## src/design/minmax_intensity_rescale_core_defines.svh

```systemverilog
// Assertion macros for the min/max intensity rescale core.
// Depends on nothing; expects signals clk and rst_n in the including module.
`ifndef MINMAX_INTENSITY_RESCALE_CORE_DEFINES_SVH
`define MINMAX_INTENSITY_RESCALE_CORE_DEFINES_SVH

// Same-cycle property, checked on every rising edge outside reset.
`define MMIR_ASSERT(lbl, prop, msg) \
    lbl: assert property (@(posedge clk) disable iff (!rst_n) (prop)) else $error(msg);

// Antecedent this cycle implies consequent on the next edge.
`define MMIR_ASSERT_NEXT(lbl, ante, cons, msg) \
    lbl: assert property (@(posedge clk) disable iff (!rst_n) (ante) |=> (cons)) \
        else $error(msg);

`endif

```

## src/design/mmir_pkg.sv

```systemverilog
// Shared types and constants for the min/max intensity rescale core.
// No dependencies.
package mmir_pkg;

    localparam int SAMPLE_BITS = 16;
    localparam int FRAC_BITS   = 8;
    localparam int CFG_W       = 16;
    localparam int OUT_W       = 24;

    // clamped sample, tracked min/max and range are non-negative
    localparam int MAG_W  = SAMPLE_BITS - 1;
    localparam int PROD_W = MAG_W + CFG_W;
    localparam int DVD_W  = PROD_W + FRAC_BITS;
    localparam int SUM_W  = DVD_W + 2;
    localparam int CNT_W  = $clog2(DVD_W);

    localparam int CFG_IDX_W = 1;
    localparam logic [CFG_IDX_W-1:0] REG_LOWER = 1'b0;
    localparam logic [CFG_IDX_W-1:0] REG_UPPER = 1'b1;

    localparam logic signed [CFG_W-1:0] LOWER_RST = CFG_W'(0);
    localparam logic signed [CFG_W-1:0] UPPER_RST = CFG_W'(255);

    typedef struct packed {
        logic                          action;
        logic signed [SAMPLE_BITS-1:0] sample;
        logic                          first;
    } item_t;

    typedef struct packed {
        logic signed [OUT_W-1:0] scaled;
        logic                    flat;
    } result_t;

endpackage

```

## src/design/minmax_intensity_rescale_core.sv

```systemverilog
// Min/max intensity rescale core: scan/map voxel rescaler with a serial divider.
// Depends on mmir_pkg and minmax_intensity_rescale_core_defines.svh.
//
// Each voxel is sent twice. A scan transaction (action 0) clamps negative
// samples to zero and updates the running minimum and maximum; first = 1
// restarts both at the sample. A scan transaction does not stall and yields
// no result. A map transaction (action 1) yields one result: lower*2^F plus
// the truncated quotient of (x-min)*(upper-lower)*2^F by (max-min), saturated
// to 24 bits, with flat = 1 and the plain lower*2^F when max <= min. A map
// transaction passes through the multiply step, the restoring divider that
// retires one quotient bit per cycle, the final add and the output load,
// with the input stalled after its accept until the output register is loaded.
// A flat map transaction skips multiply and divide. The load step waits,
// and the input stays stalled, for as long as an earlier result is still
// held in the output register by result_stall. The result sits in an output
// register, so the next transaction is accepted while a result still waits
// downstream. The user must write bounds through the cfg port only while
// the core is idle; the core itself does not enforce this.
`include "minmax_intensity_rescale_core_defines.svh"

module minmax_intensity_rescale_core
    import mmir_pkg::*;
(
    input  logic                 clk,
    input  logic                 rst_n,
    input  logic                 item_valid,
    output logic                 item_stall,
    input  item_t                item,
    output logic                 result_valid,
    input  logic                 result_stall,
    output result_t              result,
    input  logic                 cfg_valid,
    output logic                 cfg_ready,
    input  logic [CFG_IDX_W-1:0] cfg_index,
    input  logic [CFG_W-1:0]     cfg_data
);

    localparam logic [2:0] ST_IDLE = 3'd0;
    localparam logic [2:0] ST_MUL  = 3'd1;
    localparam logic [2:0] ST_DIV  = 3'd2;
    localparam logic [2:0] ST_ADD  = 3'd3;
    localparam logic [2:0] ST_OUT  = 3'd4;

    localparam logic signed [SUM_W-1:0] SAT_HI = (SUM_W'(1) <<< (OUT_W - 1)) - SUM_W'(1);
    localparam logic signed [SUM_W-1:0] SAT_LO = -(SUM_W'(1) <<< (OUT_W - 1));

    // control and configuration
    logic [2:0]              state_reg, state_next;
    logic signed [CFG_W-1:0] lower_reg, lower_next;
    logic signed [CFG_W-1:0] upper_reg, upper_next;
    logic [MAG_W-1:0]        run_min_reg, run_min_next;
    logic [MAG_W-1:0]        run_max_reg, run_max_next;
    logic                    res_valid_reg, res_valid_next;
    logic [CNT_W-1:0]        cnt_reg, cnt_next;

    // datapath
    logic [MAG_W-1:0]        dmag_reg, dmag_next;
    logic [CFG_W-1:0]        rmag_reg, rmag_next;
    logic [MAG_W-1:0]        den_reg, den_next;
    logic [MAG_W-1:0]        rem_reg, rem_next;
    logic [DVD_W-1:0]        quo_reg, quo_next;
    logic                    neg_reg, neg_next;
    logic                    flat_reg, flat_next;
    logic signed [SUM_W-1:0] sum_reg, sum_next;
    result_t                 res_reg, res_next;

    logic                    item_take;
    logic [MAG_W-1:0]        x_clamp;
    logic signed [MAG_W:0]   d_diff;
    logic signed [CFG_W:0]   r_diff;
    logic [MAG_W:0]          trial;
    logic [PROD_W-1:0]       prod;
    logic signed [SUM_W-1:0] base_ext;
    logic signed [SUM_W-1:0] q_signed;
    logic signed [OUT_W-1:0] sat_val;

    assign item_stall   = (state_reg != ST_IDLE);
    assign item_take    = item_valid && !item_stall;
    assign cfg_ready    = 1'b1;
    assign result_valid = res_valid_reg;
    assign result       = res_reg;

    assign x_clamp  = item.sample[SAMPLE_BITS-1] ? '0 : item.sample[MAG_W-1:0];
    assign d_diff   = $signed({1'b0, x_clamp}) - $signed({1'b0, run_min_reg});
    assign r_diff   = $signed({upper_reg[CFG_W-1], upper_reg})
                    - $signed({lower_reg[CFG_W-1], lower_reg});
    assign trial    = {rem_reg, quo_reg[DVD_W-1]};
    assign prod     = PROD_W'(dmag_reg) * PROD_W'(rmag_reg);
    assign base_ext = $signed({{(SUM_W-CFG_W){lower_reg[CFG_W-1]}}, lower_reg}) <<< FRAC_BITS;
    assign q_signed = neg_reg ? -$signed(SUM_W'(quo_reg)) : $signed(SUM_W'(quo_reg));

    always_comb
    begin
        if (sum_reg > SAT_HI)
        begin
            sat_val = SAT_HI[OUT_W-1:0];
        end
        else if (sum_reg < SAT_LO)
        begin
            sat_val = SAT_LO[OUT_W-1:0];
        end
        else
        begin
            sat_val = sum_reg[OUT_W-1:0];
        end
    end

    always_comb
    begin
        state_next     = state_reg;
        lower_next     = lower_reg;
        upper_next     = upper_reg;
        run_min_next   = run_min_reg;
        run_max_next   = run_max_reg;
        res_valid_next = res_valid_reg;
        cnt_next       = cnt_reg;
        dmag_next      = dmag_reg;
        rmag_next      = rmag_reg;
        den_next       = den_reg;
        rem_next       = rem_reg;
        quo_next       = quo_reg;
        neg_next       = neg_reg;
        flat_next      = flat_reg;
        sum_next       = sum_reg;
        res_next       = res_reg;

        if (cfg_valid && cfg_ready)
        begin
            case (cfg_index)
                REG_LOWER: lower_next = $signed(cfg_data);
                REG_UPPER: upper_next = $signed(cfg_data);
                default:   ;
            endcase
        end

        // downstream took the result
        if (res_valid_reg && !result_stall)
        begin
            res_valid_next = 1'b0;
        end

        case (state_reg)
            ST_IDLE:
            begin
                if (item_take && !item.action)
                begin
                    if (item.first)
                    begin
                        run_min_next = x_clamp;
                        run_max_next = x_clamp;
                    end
                    else
                    begin
                        if (x_clamp < run_min_reg)
                        begin
                            run_min_next = x_clamp;
                        end
                        if (x_clamp > run_max_reg)
                        begin
                            run_max_next = x_clamp;
                        end
                    end
                end
                else if (item_take)
                begin
                    flat_next = (run_max_reg <= run_min_reg);
                    dmag_next = d_diff[MAG_W] ? MAG_W'(-d_diff) : d_diff[MAG_W-1:0];
                    rmag_next = r_diff[CFG_W] ? CFG_W'(-r_diff) : r_diff[CFG_W-1:0];
                    neg_next  = d_diff[MAG_W] ^ r_diff[CFG_W];
                    den_next  = run_max_reg - run_min_reg;
                    if (run_max_reg <= run_min_reg)
                    begin
                        quo_next   = '0;
                        neg_next   = 1'b0;
                        state_next = ST_ADD;
                    end
                    else
                    begin
                        state_next = ST_MUL;
                    end
                end
            end
            ST_MUL:
            begin
                quo_next   = DVD_W'(prod) << FRAC_BITS;
                rem_next   = '0;
                cnt_next   = '0;
                state_next = ST_DIV;
            end
            ST_DIV:
            begin
                // restoring step: one quotient bit shifted in per cycle
                if (trial >= {1'b0, den_reg})
                begin
                    rem_next = MAG_W'(trial - {1'b0, den_reg});
                    quo_next = {quo_reg[DVD_W-2:0], 1'b1};
                end
                else
                begin
                    rem_next = trial[MAG_W-1:0];
                    quo_next = {quo_reg[DVD_W-2:0], 1'b0};
                end
                cnt_next = cnt_reg + CNT_W'(1);
                if (cnt_reg == CNT_W'(DVD_W - 1))
                begin
                    state_next = ST_ADD;
                end
            end
            ST_ADD:
            begin
                sum_next   = base_ext + q_signed;
                state_next = ST_OUT;
            end
            ST_OUT:
            begin
                if (!res_valid_reg || !result_stall)
                begin
                    res_next.scaled = sat_val;
                    res_next.flat   = flat_reg;
                    res_valid_next  = 1'b1;
                    state_next      = ST_IDLE;
                end
            end
            default:
            begin
                state_next = ST_IDLE;
            end
        endcase
    end

    always_ff @(posedge clk or negedge rst_n)
    begin
        if (!rst_n)
        begin
            state_reg     <= ST_IDLE;
            lower_reg     <= LOWER_RST;
            upper_reg     <= UPPER_RST;
            run_min_reg   <= '1;
            run_max_reg   <= '0;
            res_valid_reg <= 1'b0;
            cnt_reg       <= '0;
        end
        else
        begin
            state_reg     <= state_next;
            lower_reg     <= lower_next;
            upper_reg     <= upper_next;
            run_min_reg   <= run_min_next;
            run_max_reg   <= run_max_next;
            res_valid_reg <= res_valid_next;
            cnt_reg       <= cnt_next;
        end
    end

    always_ff @(posedge clk)
    begin
        dmag_reg <= dmag_next;
        rmag_reg <= rmag_next;
        den_reg  <= den_next;
        rem_reg  <= rem_next;
        quo_reg  <= quo_next;
        neg_reg  <= neg_next;
        flat_reg <= flat_next;
        sum_reg  <= sum_next;
        res_reg  <= res_next;
    end

    // a new result appears only out of the output-load step
    `MMIR_ASSERT(a_load_from_out, (result_valid && !$past(result_valid)) |-> ($past(state_reg) == ST_OUT), "result loaded outside output step")
    // divider never runs past its last quotient bit
    `MMIR_ASSERT(a_cnt_range, (state_reg == ST_DIV) |-> (cnt_reg <= CNT_W'(DVD_W - 1)), "divider count out of range")
    // partial remainder stays below the range
    `MMIR_ASSERT(a_rem_below_den, (state_reg == ST_DIV) |-> (rem_reg < den_reg), "remainder not below divisor")
    // a map transaction holds off the input on the next cycle
    `MMIR_ASSERT_NEXT(a_map_busy, item_take && item.action, item_stall, "map transaction did not occupy the core")

endmodule
```

## config.mk

```make
export PLATFORM = sky130hd
export DESIGN_NAME = minmax_intensity_rescale_core
export DESIGN_NICKNAME = d
export VERILOG_FILES = /design/src/design/mmir_pkg.sv /design/src/design/minmax_intensity_rescale_core.sv
export VERILOG_INCLUDE_DIRS = /design/src /design/src/design
export SDC_FILE = /design/constraint.sdc
export NUM_CORES = 1
export LEC_CHECK = 0
export BUFFER_PORTS_ARGS = -buffer_cell sky130_fd_sc_hd__buf_4
export CAP_MARGIN = 20
export CORE_MARGIN = 1.5
export CORE_UTILIZATION = 46
export CTS_CLUSTER_DIAMETER = 50
export CTS_CLUSTER_SIZE = 10
export DETAILED_ROUTE_END_ITERATION = 10
export PLACE_DENSITY = 0.65
export SYNTH_ARGS = -nofsm -noshare
export SYNTH_HDL_FRONTEND = slang
export SYNTH_SLANG_ARGS = --single-unit
export TNS_END_PERCENT = 5
```

## constraint.sdc

```tcl
create_clock -name clk -period 7.4 [get_ports clk]
set_clock_uncertainty 0.1 [all_clocks]
set_input_delay 1.48 -clock clk [delete_from_list [all_inputs] [get_ports clk]]
set_output_delay 1.48 -clock clk [all_outputs]
set_load 0.05 [all_outputs]
```

; Yosys cells after proc, flatten, opt, wreduce, memory -nomap -nowiden
; Cells that the tools add are included.
[totals]
reg_bits = 240
inputBits = 40
output_inout_bits = 28
wordCells = 94
[op_classes]
n_addsub = 9
multipliers = 1
magnitude_cmp = 6
eq_ne = 10
n_mux = 26
bitwise = 3
reduce_logical = 22
[op_table]
columns = op, n
row1 = $mux W39, 3
row2 = $pmux W39 S3, 1
row3 = $mux W15, 7
row4 = $add A24 B41 Y41, 1
row5 = $gt A41 B24 Y1 const B, 1
row6 = $lt A41 B24 Y1 const B, 1
row7 = $mux W41, 1
row8 = $neg A39 Y41, 1
row9 = $mul A15 B16 Y31, 1
row10 = $pmux W15 S2, 1
row11 = $sub A15 B15 Y15, 2
row12 = $mux W24, 1
row13 = $sub A16 B16 Y17, 1
row14 = $ge A16 B15 Y1, 1
row15 = $mux W16, 1
row16 = $neg A16 Y16, 1
row17 = $sub A15 B15 Y16, 1
row18 = $gt A15 B15 Y1, 1
row19 = $le A15 B15 Y1, 1
row20 = $lt A15 B15 Y1, 1
row21 = $neg A15 Y15, 1
row22 = $pmux W3 S5, 1
row23 = $mux W3, 4
row24 = $pmux W6 S2, 1
row25 = 19 further kinds, 41

; Longest topological paths before layout
[logic_depth]
depth_word = 6
mapped_depth = 25
depth_no_buf = 24

; Worst setup path after synthesis
; No wires, ideal clock.
[synth_path]
kind = register to register
startpoint = register rmag_reg[11]
endpoint = register quo_reg[38], data pin
setup_time_ns = 0.267
t_arrival_ns = 6.152
t_required_ns = 7.033
path_slack_ns = 0.881
path_stages_with_launch = 24
path_buffers = 1
synth_period_minus_slack_ns = 6.519
path_cell_list = edfxtp_1 > clkbuf_1 > and2_1 > fa_1 > inv_1 > fa_1 > inv_1 > fa_1 > fa_1 > fa_1 > inv_1 > fa_1 > inv_1 > ha_1 > a21o_1 > a21o_1 > a21oi_1 > a21oi_1 > o21a_1 > a2111oi_0 > nor3_1 > a221o_1 > xnor2_1 > o21ai_0
[synth_via]
elab_chain_len = 2
[synth_lines]
columns = element, line_no
row1 = from (decl), minmax_intensity_rescale_core.sv:58  ; logic [CFG_W-1:0] rmag_reg, rmag_next;
row2 = from (signal assigned), minmax_intensity_rescale_core.sv:258  ; rmag_reg <= rmag_next;
row3 = $mul A15 B16 Y31, minmax_intensity_rescale_core.sv:88  ; assign prod = PROD_W'(dmag_reg) * PROD_W'(rmag_reg);
row4 = $pmux W39 S3, minmax_intensity_rescale_core.sv:142  ; case (state_reg)
row5 = named net quo_next[38], minmax_intensity_rescale_core.sv:61  ; logic [DVD_W-1:0] quo_reg, quo_next;
row6 = to (signal assigned), minmax_intensity_rescale_core.sv:261  ; quo_reg <= quo_next;
row7 = to (decl), minmax_intensity_rescale_core.sv:61
; The timed path passes the listed nets, and every way through them passes these cells.
; A chain may end at the register's enable or synchronous reset.

; Worst setup path after layout
[layout_path]
startpoint = register dmag_reg[12]
endpoint = register quo_reg[38], data pin
[layout_via]
elab_chain_len = 2
[layout_lines]
columns = element, line_no
row1 = from (decl), minmax_intensity_rescale_core.sv:57  ; logic [MAG_W-1:0] dmag_reg, dmag_next;
row2 = from (signal assigned), minmax_intensity_rescale_core.sv:257  ; dmag_reg <= dmag_next;
row3 = $mul A15 B16 Y31, minmax_intensity_rescale_core.sv:88
row4 = $pmux W39 S3, minmax_intensity_rescale_core.sv:142
row5 = named net quo_next[38], minmax_intensity_rescale_core.sv:61
; The timed path passes the listed nets, and every way through them passes these cells.

==> impl_metrics.env <==
export IMPL_dr_total_vias=16300
export IMPL_area_delta_synth_final_pct=10.8
export IMPL_synth_edff_count=168
export IMPL_slowest_delay_ns=0.80
export IMPL_grt_start_max_net_pins=53
export IMPL_cts_tree="done"
export IMPL_timing_rr_end="quo_reg[38]"
export IMPL_nets=2833
export IMPL_syn_instance_count=2328
export IMPL_post_route_min_period_ns=7.12
export IMPL_critPathRequiredTime_ns=7.59
export IMPL_rr_startpoint="dmag_reg[12]"
export IMPL_crit_top_cell="fa_1"
export IMPL_htree_levels=1
export IMPL_r2r_setup_slack_ns=0.28
export IMPL_pre_cts_ws_ns=0.312
export IMPL_grt_pass1_wl_microns=85000
export IMPL_worstHoldStart="run_min_reg[0]"
export IMPL_io_pins=68
export IMPL_drv_slew=0
export IMPL_numCtsBuffers=31
export IMPL_dp_hpwl_microns=41000
export IMPL_grt_pass1_vias=16900
export IMPL_status="finished, final reports clean"
export IMPL_ys_flop_type="edfxtp_1"
export IMPL_track_usage_pct=20.9
export IMPL_die_w_microns=225
export IMPL_cts_sinks=240
export IMPL_grt_overflow=0
export IMPL_hold_path_class="reg -> reg"
export IMPL_globalplace_congestion=0.868
export IMPL_slowest_stage="edfxtp_1"
export IMPL_post_drt_wl_per_cell_microns=16.6
export IMPL_setup_slack_ns=0.280
export IMPL_fmax_ghz=0.140
export IMPL_wl_microns=51300
export IMPL_critPathCaptureType="flop"
export IMPL_finalHoldViolations=0
export IMPL_clk_latency_ns=0.58
export IMPL_fin_util_pct=51.4
export IMPL_crit_start="dmag_reg[12]"
export IMPL_core_sq_mm=0.0488
export IMPL_first_pass_iters=7
export IMPL_ys_ff_latch=240
export IMPL_largest_reg_flops=41
export IMPL_ant_nets=0
export IMPL_cts_reportedPaths_clkPinSlew_ns=0.05
export IMPL_num_rows=81
export IMPL_setup_worst_path_start_class="flop"
export IMPL_drt_initial_drc_count=994
export IMPL_drt_met1_wl_microns=23300
export IMPL_crit_end="quo_reg[38]"
export IMPL_worst_slew_pin_slew_ns=0.989
export IMPL_num_antenna_cells=0
export IMPL_viasPerCell=5.26
export IMPL_crit_type="reg -> reg"
export IMPL_setup_viol=0
export IMPL_synth_avg_cell_area_sq_um=9.74
export IMPL_r2r_cells=20
export IMPL_ys_async_sr_fraction_pct=30.0
export IMPL_synth_common_cells="inv_1 (318), nand2_1 (229), ha_1 (208), fa_1 (185), edfxtp_1 (168)"
export IMPL_synth_distinct_cells=79
export IMPL_slew_headroom_pct=34.1
export IMPL_synth_area_sq_mm=0.0227
export IMPL_syn_num_nets=2761
export IMPL_antenna_found_initial=0
export IMPL_initial_utilization_pct=46.4
export IMPL_whs_path_depth=2
export IMPL_post_route_period_util_pct=96.2
export IMPL_cp_buffers_inverters=2
export IMPL_final_layout_size_suffix_gt1_share_pct=10.4
export IMPL_path_delay_family="adder cells"
export IMPL_cp_max_fo=16
export IMPL_seq_area_frac_synth_pct=30.3
export IMPL_path_cells="and2_1, fa_1, fa_1, fa_1, fa_1, fa_1, inv_1, fa_1, inv_1, ha_1, a21o_1, a21o_1, a21oi_1, a21oi_1, o21a_1, a2111oi_1, nor3_2, a221o_1, xnor2_1, o21ai_0"
export IMPL_clockBufferDepth=3
export IMPL_yosysTopAreaCell="edfxtp_1"
export IMPL_cts_root_buf="clkbuf_16"
export IMPL_maxCapViolations=0
export IMPL_yosysMostFrequentCell="inv_1"
export IMPL_crit_cells=20
export IMPL_die_area_sq_mm=0.0507
export IMPL_critPathArrivalTime_ns=7.31
export IMPL_synth_top_cells_by_area="edfxtp_1 (22%), fa_1 (16%), ha_1 (11%)"
export IMPL_numPortBuffers=66
export IMPL_yosys_area_top_type_share_pct=22.2
export IMPL_die_h_microns=225
export IMPL_routed_wl_met2_microns=24200
export IMPL_drc=0
export IMPL_top_layer="met4"
export IMPL_wl_met3_microns=2250
export IMPL_yosysWarningCount=0
final cells by class:
cell class / instances / area, sq um
Clock buffer: 51 / 923
Clock inverter: 7 / 91.3
Fill cell: 4450 / 23700
Inverter: 319 / 1200
Multi-Input combinational cell: 1703 / 14400
Sequential cell: 240 / 6880
Tap cell: 664 / 831
Timing Repair Buffer: 105 / 821
cells by family (layout without fill, tap and decap cells):
| kind of cell | count (synthesis) | count (layout) | synth area share (%) |
|---|---|---|---|
| buffers and inverters | 385 | 482 | 6.41 |
| other | 1 | 1 | 0.0165 |
| adder cells (fa/ha/maj) | 393 | 393 | 27.8 |
| AO/OA/AOI/OAI | 401 | 401 | 11.3 |
| XOR/XNOR | 164 | 164 | 6.33 |
| flip-flops | 240 | 240 | 30.3 |
| AND/OR/NAND/NOR | 686 | 686 | 15.0 |
| multiplexers | 58 | 58 | 2.81 |
layout by cell type, fill, tap and decap left out, drive strengths merged, types with 5 or more instances in the layout:
cell type and instances:
dfstp 23, nand3 25, edfxtp 168, or3 11, mux2i 13, nand4 19
dfrtp 49, mux2 45, and2 139, a31oi 7, o2111ai 6, a21boi 5
nand2 229, a22o 6, a21o 41, or2 12, buf 105, and3 16
o21ai 119, ha 208, clkbuf 51, fa 185, o31ai 25, xnor2 123
o21a 27, o21bai 17, inv 320, nor4 15, nor2 129, nor2b 35
nand2b 17, a21oi 99, nor3 20, xor2 41, a211oi 7, o41ai 6
tightest hold or removal path, cell delays in order, from the launching register on:
cell	delay, ns
dfstp_2	0.38
inv_1	0.05
mux2i_1	0.06
stage by stage:
stage / area (sq um) / instances / hold WS (ns) / setup TNS, ns
CTS: 25000 / 3071 / 0.370 / 0
finish: 25100 / 3089 / 0.397 / 0
detailed placement: 23900 / 3013 / 0.372 / 0
global route: 25100 / 3089 / 0.380 / -0.0693
floorplan: 22700 / 2328 / 0.300 / 0
global placement: 23900 / 3013 / 0.371 / 0
worst min path at each step:
stage | to
after global routing | result[0]
after detailed placement | result[0]
after floorplan | result[0]
final | run_min_reg[0]
after global placement | run_min_reg[0]
after CTS | result[0]
metal layers:
| metal | vias up | track usage, % |
|---|---|---|
| met5 | - | 0 |
| met4 | 0 | 6.49 |
| met3 | 78 | 3.51 |
| met2 | 287 | 35.5 |
| met1 | 7930 | 27.1 |
| li1 | 7964 | - |
what timing repair did:
item / CTS / global route
endpoints found under the setup margin: 0 / 2
setup buffers: 0 / 17
hold endpoints to repair: 0 / 0
hold buffers: 0 / 0
gates resized for setup: 0 / 2
Power is left out: the tool's default activity adds up to more than one toggle a clock period on the data nets, which glitch-free logic cannot reach.
